<file path="config.mk">
export PLATFORM = sky130hd
export DESIGN_NAME = go_back_n_sender
export DESIGN_NICKNAME = d
export VERILOG_FILES = /design/src/gbn_pkg.sv /design/src/gbn_ram.sv /design/src/go_back_n_sender.sv
export SDC_FILE = /design/constraint.sdc
export NUM_CORES = 1
export LEC_CHECK = 0
export BUFFER_PORTS_ARGS = -buffer_cell sky130_fd_sc_hd__buf_4
export CORE_MARGIN = 2
export CORE_UTILIZATION = 50
export DETAILED_ROUTE_END_ITERATION = 8
export PLACE_DENSITY_LB_ADDON = 0.05
export SETUP_SLACK_MARGIN = 0.2
export SLEW_MARGIN = 20
export SYNTH_ARGS = -nofsm -noshare
export SYNTH_HDL_FRONTEND = slang
export SYNTH_SLANG_ARGS = --single-unit
</file>
<file path="constraint.sdc">
create_clock -name clk -period 6.9 [get_ports clk]
set_input_delay 1.38 -clock clk [delete_from_list [all_inputs] [get_ports clk]]
set_output_delay 1.38 -clock clk [all_outputs]
set_load 0.02 [all_outputs]
</file>
<file path="src/gbn_pkg.sv">
// ----------------------------------------------------------------------------
// Go-Back-N sender package
// Shared widths, sequence constants and the codes used by the sender window
// control and its descriptor store.
// ----------------------------------------------------------------------------
package gbn_pkg;

  localparam int SEQ_COUNT = 16;
  localparam int SEQ_W     = $clog2(SEQ_COUNT);
  localparam int MAX_LEN   = 128;

  localparam int PAYLOAD_W = 32;
  localparam int LEN_W     = 8;
  localparam int STORE_W   = PAYLOAD_W + LEN_W;
  localparam int WIN_W     = 4;
  localparam int PERIOD_W  = 16;
  localparam int RETRY_W   = 8;
  localparam int CFG_IDX_W = 2;
  localparam int CFG_W     = 16;

  localparam int IN_TDATA_W  = 48;
  localparam int OUT_TDATA_W = 56;

  typedef logic [SEQ_W-1:0] seq_t;
  typedef logic [2:0]       kind_t;
  typedef logic [1:0]       mode_t;

  localparam kind_t KIND_SEND    = 3'd0;
  localparam kind_t KIND_RESEND  = 3'd1;
  localparam kind_t KIND_REFUSED = 3'd2;
  localparam kind_t KIND_STATUS  = 3'd3;
  localparam kind_t KIND_FAILED  = 3'd4;

  localparam mode_t MODE_OFFER = 2'd0;
  localparam mode_t MODE_ACK   = 2'd1;
  localparam mode_t MODE_TICK  = 2'd2;

  localparam logic [CFG_IDX_W-1:0] REG_WINDOW_SIZE  = 2'd0;
  localparam logic [CFG_IDX_W-1:0] REG_TIMER_PERIOD = 2'd1;
  localparam logic [CFG_IDX_W-1:0] REG_MAX_RETRIES  = 2'd2;

  localparam logic [WIN_W-1:0]    WINDOW_RESET  = 4'd15;
  localparam logic [PERIOD_W-1:0] PERIOD_RESET  = 16'd200;
  localparam logic [RETRY_W-1:0]  RETRIES_RESET = 8'd10;
  localparam logic [RETRY_W-1:0]  RETRY_MAX     = 8'd255;

endpackage

</file>
<file path="src/gbn_ram.sv">
// ----------------------------------------------------------------------------
// Generic RAM
// Single write port, single read port with registered read data.
// ----------------------------------------------------------------------------
module gbn_ram #(
  parameter int WIDTH = 8,
  parameter int DEPTH = 16
) (
  input  logic                     clk,
  input  logic                     we,
  input  logic [$clog2(DEPTH)-1:0] waddr,
  input  logic [WIDTH-1:0]         wdata,
  input  logic [$clog2(DEPTH)-1:0] raddr,
  output logic [WIDTH-1:0]         rdata
);

  logic [WIDTH-1:0] mem [DEPTH];

  always_ff @(posedge clk) begin
    if (we) begin
      mem[waddr] <= wdata;
    end
    rdata <= mem[raddr];
  end

endmodule

</file>
<file path="src/go_back_n_sender.sv">
// ----------------------------------------------------------------------------
// Go-Back-N sender window control
// Each input transaction on s_axis is an offered message, a received
// acknowledgement or a time tick, selected by s_axis_tuser. The block keeps
// the window, a descriptor store per sequence number and the retransmission
// timer, and answers on m_axis with one or more result transactions, the
// final one of each input marked by m_axis_tlast.
// Configuration registers are written through cfg_we, cfg_index and cfg_data;
// the user writes them only while the block is idle, which the block itself does
// not enforce; index 0 is the window size, 1 the timer period and 2 the retry limit.
// A simple input is captured in the idle state and its single result is
// registered in the execute state once the result register is free. A timer
// expiry walks the window one retransmission per cycle through the descriptor
// RAM while m_axis is not stalled. s_axis_tready is low while a transaction is
// being worked on.
// A stall on m_axis holds the result register and the walk; nothing is lost.
// Reset clears the window, timer, retry count, end-of-data and failure flags and loads the
// register defaults; the descriptor store needs no clearing.
// ----------------------------------------------------------------------------
module go_back_n_sender (
  input  logic                                 clk,
  input  logic                                 rst,
  // payload[31:0], msg_length[39:32], ack_seq[43:40], ack_ok[44]
  input  logic [gbn_pkg::IN_TDATA_W-1:0]       s_axis_tdata,
  // mode[1:0]
  input  logic [1:0]                           s_axis_tuser,
  input  logic                                 s_axis_tvalid,
  output logic                                 s_axis_tready,
  // seq[3:0], payload_out[35:4], length_out[43:36], window_base[47:44],
  // done_res[48]
  output logic [gbn_pkg::OUT_TDATA_W-1:0]      m_axis_tdata,
  // kind[2:0]
  output logic [2:0]                           m_axis_tuser,
  output logic                                 m_axis_tlast,
  output logic                                 m_axis_tvalid,
  input  logic                                 m_axis_tready,
  input  logic                                 cfg_we,
  input  logic [gbn_pkg::CFG_IDX_W-1:0]        cfg_index,
  input  logic [gbn_pkg::CFG_W-1:0]            cfg_data
);

  typedef enum logic [1:0] {
    S_IDLE,
    S_EXEC,
    S_RSEND
  } state_t;

  state_t state;

  logic [gbn_pkg::WIN_W-1:0]     window_size;
  logic [gbn_pkg::PERIOD_W-1:0]  timer_period;
  logic [gbn_pkg::RETRY_W-1:0]   max_retries;

  gbn_pkg::seq_t                 base_seq;
  gbn_pkg::seq_t                 next_seq;
  logic [gbn_pkg::PERIOD_W-1:0]  timer_count;
  logic                          timer_running;
  logic [gbn_pkg::RETRY_W-1:0]   retry_count;
  logic                          end_of_data;
  logic                          failed;
  gbn_pkg::seq_t                 ptr;

  gbn_pkg::mode_t                in_mode;
  logic [gbn_pkg::PAYLOAD_W-1:0] in_payload;
  logic [gbn_pkg::LEN_W-1:0]     in_length;
  gbn_pkg::seq_t                 in_ack_seq;
  logic                          in_ack_ok;

  gbn_pkg::kind_t                out_kind;
  gbn_pkg::seq_t                 out_seq;
  logic [gbn_pkg::PAYLOAD_W-1:0] out_payload;
  logic [gbn_pkg::LEN_W-1:0]     out_length;
  logic                          out_last;
  gbn_pkg::seq_t                 out_base;
  logic                          out_done;
  logic                          out_valid;

  logic                          out_free;
  logic                          exec_fire;
  logic                          rsend_fire;
  gbn_pkg::seq_t                 in_flight;
  logic [gbn_pkg::WIN_W-1:0]     eff_window;
  logic                          window_full;
  logic                          offer_send;
  logic                          ack_accept;
  logic                          tick_expire;
  gbn_pkg::seq_t                 ack_base;
  logic [gbn_pkg::LEN_W-1:0]     clamp_length;
  logic [gbn_pkg::RETRY_W-1:0]   retry_inc;
  logic                          retry_fail;
  logic                          rsend_last;
  gbn_pkg::seq_t                 ram_raddr;
  logic [gbn_pkg::STORE_W-1:0]   ram_rdata;

  assign out_free   = !out_valid || m_axis_tready;
  assign exec_fire  = (state == S_EXEC) && out_free;
  assign rsend_fire = (state == S_RSEND) && out_free;
  assign in_flight  = next_seq - base_seq;
  assign rsend_last = (ptr + gbn_pkg::seq_t'(1)) == next_seq;

  always_comb begin
    eff_window = window_size;
    if (window_size == '0) begin
      eff_window = gbn_pkg::WIN_W'(1);
    end
    if ({1'b0, window_size} >= (gbn_pkg::WIN_W + 1)'(gbn_pkg::SEQ_COUNT)) begin
      eff_window = gbn_pkg::WIN_W'(gbn_pkg::SEQ_COUNT - 1);
    end
  end

  assign window_full = {1'b0, in_flight} >= (gbn_pkg::SEQ_W + 1)'(eff_window);
  assign offer_send  = !failed && (in_mode == gbn_pkg::MODE_OFFER) && !end_of_data &&
                       (in_length != '0) && !window_full;
  assign ack_accept  = in_ack_ok && ((in_ack_seq - base_seq) < in_flight);
  assign ack_base    = in_ack_seq + gbn_pkg::seq_t'(1);
  assign tick_expire = timer_running && (timer_count <= gbn_pkg::PERIOD_W'(1));
  assign clamp_length = (in_length > gbn_pkg::LEN_W'(gbn_pkg::MAX_LEN)) ?
                        gbn_pkg::LEN_W'(gbn_pkg::MAX_LEN) : in_length;
  assign retry_inc   = (retry_count < gbn_pkg::RETRY_MAX) ?
                       retry_count + gbn_pkg::RETRY_W'(1) : retry_count;
  assign retry_fail  = retry_inc > max_retries;

  always_comb begin
    if (state == S_EXEC) begin
      ram_raddr = base_seq;
    end else if (rsend_fire) begin
      ram_raddr = ptr + gbn_pkg::seq_t'(1);
    end else begin
      ram_raddr = ptr;
    end
  end

  gbn_ram #(
    .WIDTH (gbn_pkg::STORE_W),
    .DEPTH (gbn_pkg::SEQ_COUNT)
  ) u_store (
    .clk   (clk),
    .we    (exec_fire && offer_send),
    .waddr (next_seq),
    .wdata ({clamp_length, in_payload}),
    .raddr (ram_raddr),
    .rdata (ram_rdata)
  );

  always_ff @(posedge clk) begin
    if (rst) begin
      state         <= S_IDLE;
      window_size   <= gbn_pkg::WINDOW_RESET;
      timer_period  <= gbn_pkg::PERIOD_RESET;
      max_retries   <= gbn_pkg::RETRIES_RESET;
      base_seq      <= '0;
      next_seq      <= '0;
      timer_count   <= '0;
      timer_running <= 1'b0;
      retry_count   <= '0;
      end_of_data   <= 1'b0;
      failed        <= 1'b0;
      out_valid     <= 1'b0;
    end else begin
      if (cfg_we) begin
        case (cfg_index)
          gbn_pkg::REG_WINDOW_SIZE:  window_size  <= cfg_data[gbn_pkg::WIN_W-1:0];
          gbn_pkg::REG_TIMER_PERIOD: timer_period <= cfg_data[gbn_pkg::PERIOD_W-1:0];
          gbn_pkg::REG_MAX_RETRIES:  max_retries  <= cfg_data[gbn_pkg::RETRY_W-1:0];
          default: ;
        endcase
      end

      if (out_valid && m_axis_tready) begin
        out_valid <= 1'b0;
      end

      case (state)
        S_IDLE: begin
          if (s_axis_tvalid) begin
            in_mode    <= s_axis_tuser;
            in_payload <= s_axis_tdata[31:0];
            in_length  <= s_axis_tdata[39:32];
            in_ack_seq <= s_axis_tdata[43:40];
            in_ack_ok  <= s_axis_tdata[44];
            state      <= S_EXEC;
          end
        end

        S_EXEC: begin
          if (out_free) begin
            out_valid   <= 1'b1;
            out_kind    <= gbn_pkg::KIND_STATUS;
            out_seq     <= '0;
            out_payload <= '0;
            out_length  <= '0;
            out_last    <= 1'b1;
            out_base    <= base_seq;
            out_done    <= end_of_data && (base_seq == next_seq);
            state       <= S_IDLE;
            if (failed) begin
              out_kind <= gbn_pkg::KIND_FAILED;
            end else if (in_mode == gbn_pkg::MODE_OFFER) begin
              if (end_of_data) begin
                out_kind <= gbn_pkg::KIND_REFUSED;
              end else if (in_length == '0) begin
                end_of_data <= 1'b1;
                out_done    <= base_seq == next_seq;
              end else if (window_full) begin
                out_kind <= gbn_pkg::KIND_REFUSED;
              end else begin
                if (base_seq == next_seq) begin
                  timer_count   <= timer_period;
                  timer_running <= 1'b1;
                end
                out_kind    <= gbn_pkg::KIND_SEND;
                out_seq     <= next_seq;
                out_payload <= in_payload;
                out_length  <= clamp_length;
                out_done    <= 1'b0;
                next_seq    <= next_seq + gbn_pkg::seq_t'(1);
              end
            end else if (in_mode == gbn_pkg::MODE_ACK) begin
              if (ack_accept) begin
                retry_count <= '0;
                base_seq    <= ack_base;
                out_base    <= ack_base;
                out_done    <= end_of_data && (ack_base == next_seq);
                if (ack_base != next_seq) begin
                  timer_count   <= timer_period;
                  timer_running <= 1'b1;
                end else begin
                  timer_count   <= '0;
                  timer_running <= 1'b0;
                end
              end
            end else if ((in_mode == gbn_pkg::MODE_TICK) && timer_running) begin
              if (!tick_expire) begin
                timer_count <= timer_count - gbn_pkg::PERIOD_W'(1);
              end else begin
                timer_count   <= timer_period;
                timer_running <= 1'b1;
                if (base_seq != next_seq) begin
                  out_valid <= 1'b0;
                  ptr       <= base_seq;
                  state     <= S_RSEND;
                end else begin
                  retry_count <= retry_inc;
                  if (retry_fail) begin
                    failed        <= 1'b1;
                    timer_running <= 1'b0;
                    timer_count   <= '0;
                  end
                end
              end
            end
          end
        end

        S_RSEND: begin
          if (out_free) begin
            out_valid   <= 1'b1;
            out_kind    <= gbn_pkg::KIND_RESEND;
            out_seq     <= ptr;
            out_payload <= ram_rdata[gbn_pkg::PAYLOAD_W-1:0];
            out_length  <= ram_rdata[gbn_pkg::STORE_W-1:gbn_pkg::PAYLOAD_W];
            out_last    <= rsend_last;
            out_base    <= base_seq;
            out_done    <= end_of_data && (base_seq == next_seq);
            ptr         <= ptr + gbn_pkg::seq_t'(1);
            if (rsend_last) begin
              state       <= S_IDLE;
              retry_count <= retry_inc;
              if (retry_fail) begin
                failed        <= 1'b1;
                timer_running <= 1'b0;
                timer_count   <= '0;
              end
            end
          end
        end

        default: begin
          state <= S_IDLE;
        end
      endcase
    end
  end

  assign s_axis_tready = state == S_IDLE;
  assign m_axis_tvalid = out_valid;
  assign m_axis_tuser  = out_kind;
  assign m_axis_tlast  = out_last;
  assign m_axis_tdata  = {7'b0, out_done, out_base, out_length, out_payload, out_seq};

endmodule

</file>
==> summary.md <==
| Metric | Value |
|---|---|
| Largest net degree at the start of global routing | `150` |
| Synthesized area | `34100 um2` |
| WP data required | `7.17 ns` |
| Post-synth cell types | `66` |
| Post-cts repair resize count | `0` |
| H-tree levels | `3` |
| Global placement routability congestion | `0.811` |
| Grt total ovfl | `0` |
| Finished Core Util | `0.582` |
| Seq cells post-synth | `850` |
| CTS tree | `done` |
| Post-synthesis xor/xnor area fraction | `0.0103` |
| Most frequent cell after synthesis | `edfxtp_1` |
| Startpoint Class | `flop` |
| WL/cell | `23.1 um` |
| LEAKAGE | `0.0136 uW` |
| Buf/Inv on CP | `3` |
| Layout area overhead | `14.8%` |
| Critical Setup Path Class | `reg -> reg` |
| Via Count | `18705` |
| Mux cell area share after synthesis | `0.105` |
| TritonCTS buffer count | `90` |
| # IOs | `135` |
| Combinational family with the most area after synthesis | `multiplexers` |
| Placed instance area | `36100 um2` |
| Maximum vdd drop | `0.000198 V` |
| Crit. End Element | `flop` |
| Synth top cells by count | `744 x edfxtp_1, 221 x nand2_1, 177 x mux2i_1` |
| Simple-gate share of the synthesized area | `0.0609` |
| Total die area | `70300 um2` |
| RSZ-0062 raised after global routing | `false` |
| Status | `completed` |
| Post-Synth Adder-Cell Area | `0.0133` |
| Least-Margin Pin Slew | `1.12 ns` |
| Rows | `95` |
| Post-route antenna net violation count | `0` |
| Design area | `39100 um2` |
| CP max stage cell | `nor2_4` |
| DRT Wirelength | `76100 um` |
| Fin. Hold Viols | `0` |
| Detailed Place HPWL | `41400 um` |
| Crit path time final | `4.94 ns` |
| Rel. slew slack | `0.253` |
| Root buffer cell | `clkbuf_16` |
| Skew final | `0.0259 ns` |
| Synth async-reset ratio | `0` |
| Number of synthesized flops with an enable pin | `744` |
| Total track usage | `0.217` |
| Max-slew violation count | `0` |
| Synth area leader | `edfxtp_1` |
| Fmax | `203 MHz` |
| Share of the synthesized area in the top cell type | `0.655` |
| Top delay family on crit path | `simple AND/OR/NAND/NOR gates` |
| Clock-pin transition on the worst setup and hold timing paths | `0.06 ns` |
| Initial antenna violation count | `0` |
| # DRC | `0` |
| Worst-path maximum fanout | `21` |
| Seq/Total Area, Yosys | `0.718` |
| Synthesis Warnings | `0` |
| # setup viols final | `0` |
| Layout cells sized above 1 | `0.205` |
| Die Ht | `265 um` |
| Die Width | `265 um` |
| First-pass DRT Iterations | `5` |
| Arrival @ worst endpoint | `5.21 ns` |
| Ratio of final minimum period to clock period | `0.716` |
| NumNets Final | `2447` |
| Synth top area cells | `edfxtp_1 66%, dfxtp_1 6.2%, mux2_2 5.2%` |
| Starting Density | `0.507` |
| Post-synth top flop | `edfxtp_1` |
| First-pass GRT wire length | `115000 um` |
| Clk buf depth | `3` |
| Max incr delay on CP | `0.78 ns` |
| Number of global-route vias before repair | `18940` |
| Max_cap viols | `0` |
| Total power draw | `11600 uW` |
| Vias per cell | `5.69` |
| Clock Sinks | `850` |
| Clk_lat worst skew | `0.64 ns` |
| Core Region | `67300 um2` |
| Setup TNS | `0 ns` |
| Postcts setup bufs | `0` |
| Crit-path cells | `inv_1, ha_1, inv_1, fa_1, ha_1, a211oi_1, o211ai_1, nor4_2, nand2_1, nor2_4, buf_4` |
| Hold WC Path Type | `reg -> reg` |
| Port buffer count | `124` |
| Syn Area/Cell | `15.4 um2` |
| Detailed Route Iter0 Violations | `1230` |
| Synth Area in Compound Gates | `0.0719` |
| Pwr dens | `297 nW/um2` |
| CTS Hold Buffers Added | `0` |
| Ant diodes | `0` |
| Flop2flop setup slack | `1.96 ns` |
| Mapped Cells | `2210` |
-- cells in the final DEF (no fill, tap or decap), drive strengths merged, types with 4 or more instances in the layout --
master,netlist,layout
a211o,5,5
a211oi,9,9
a21boi,5,5
a21oi,34,34
a22o,45,45
a22oi,11,11
and2,5,5
buf,53,168
bufinv,0,9
clkbuf,84,126
clkinv,1,27
conb,1,7
dfxtp,106,106
edfxtp,744,744
ha,33,33
inv,35,38
mux2,158,158
mux2i,177,177
nand2,221,221
nand2b,9,9
nand3,15,15
nand3b,6,6
nand4,46,46
nor2,79,79
nor2b,17,17
nor3,22,22
nor3b,4,4
nor4,9,9
o211ai,161,161
o21a,5,5
o21ai,20,20
o2bb2ai,10,10
o31ai,4,4
or4,7,7
xnor2,19,19
xor2,16,16
-- final cells by class --
cell class                 instances  area (um2)
clock buffer                     126        2510
clock inverter                    40         465
fill                            5255       28200
inverter                          36         135
multi-input combinational       1193        9130
sequential                       850       24500
tap                              873        1090
timing repair buffer             168        1330
-- stage by stage --
step	setup WS, ns	cells	hold WS [ns]
2_1_floorplan	0.675	2216	0.432
3_3_place_gp	1.92	3119	0.449
3_5_place_dp	1.91	3120	0.447
4_1_cts	1.88	3286	0.455
5_1_grt	1.60	3286	0.472
6_report	1.96	3286	0.452
-- kinds of logic (layout without fill, tap and decap cells) --
group	after synthesis	in the layout
compound gates	331	331
flops	850	850
mux	336	336
other cells	1	7
xor+xnor	37	37
buf+inv	173	370
simple gates	447	447
fa+ha+maj	35	35
-- layer usage --
layer / GRT usage / vias up / wire length [um]
met3: 0.0375 / 108 / 3200
met5: 0 / - / 0
met1: 0.295 / 9487 / 34200
met2: 0.365 / 364 / 37100
met4: 0.0562 / 0 / 1510
li1: - / 8746 / -
-- worst min-delay path, delay by kind of cell, from the launching register on --
family	cells	cell delay (ns)
flip-flops	1	0.30
AND/OR/NAND/NOR	1	0.05
AO/OA/AOI/OAI	1	0.05
-- state kept, by name, summed over array words and instances, names as in the netlist, 8 cells and up --
signal and cells:
retry_count 8, in_payload 32, u_store.rdata 40, out_length 8
timer_count 16, timer_period 16, out_payload 32, in_length 8
u_store.mem 640, max_retries 8
-- where the power goes --
group / internal [uW] / switching (uW) / total [uW]
clock: 2880 / 1950 / 4830
sequential: 5700 / 93.9 / 5790
combinational: 422 / 590 / 1010
-- worst paths after layout --
check                   startpoint           endpoint  cells after the start
setup / recovery       next_seq[0]  u_store.mem[5][9]                     11
hold / removal    timer_period[12]   timer_period[12]                      2
setup reg to reg       next_seq[0]  u_store.mem[5][9]                     11
hold reg to reg   timer_period[12]   timer_period[12]                      2
Power figures use the tool's default switching activity.
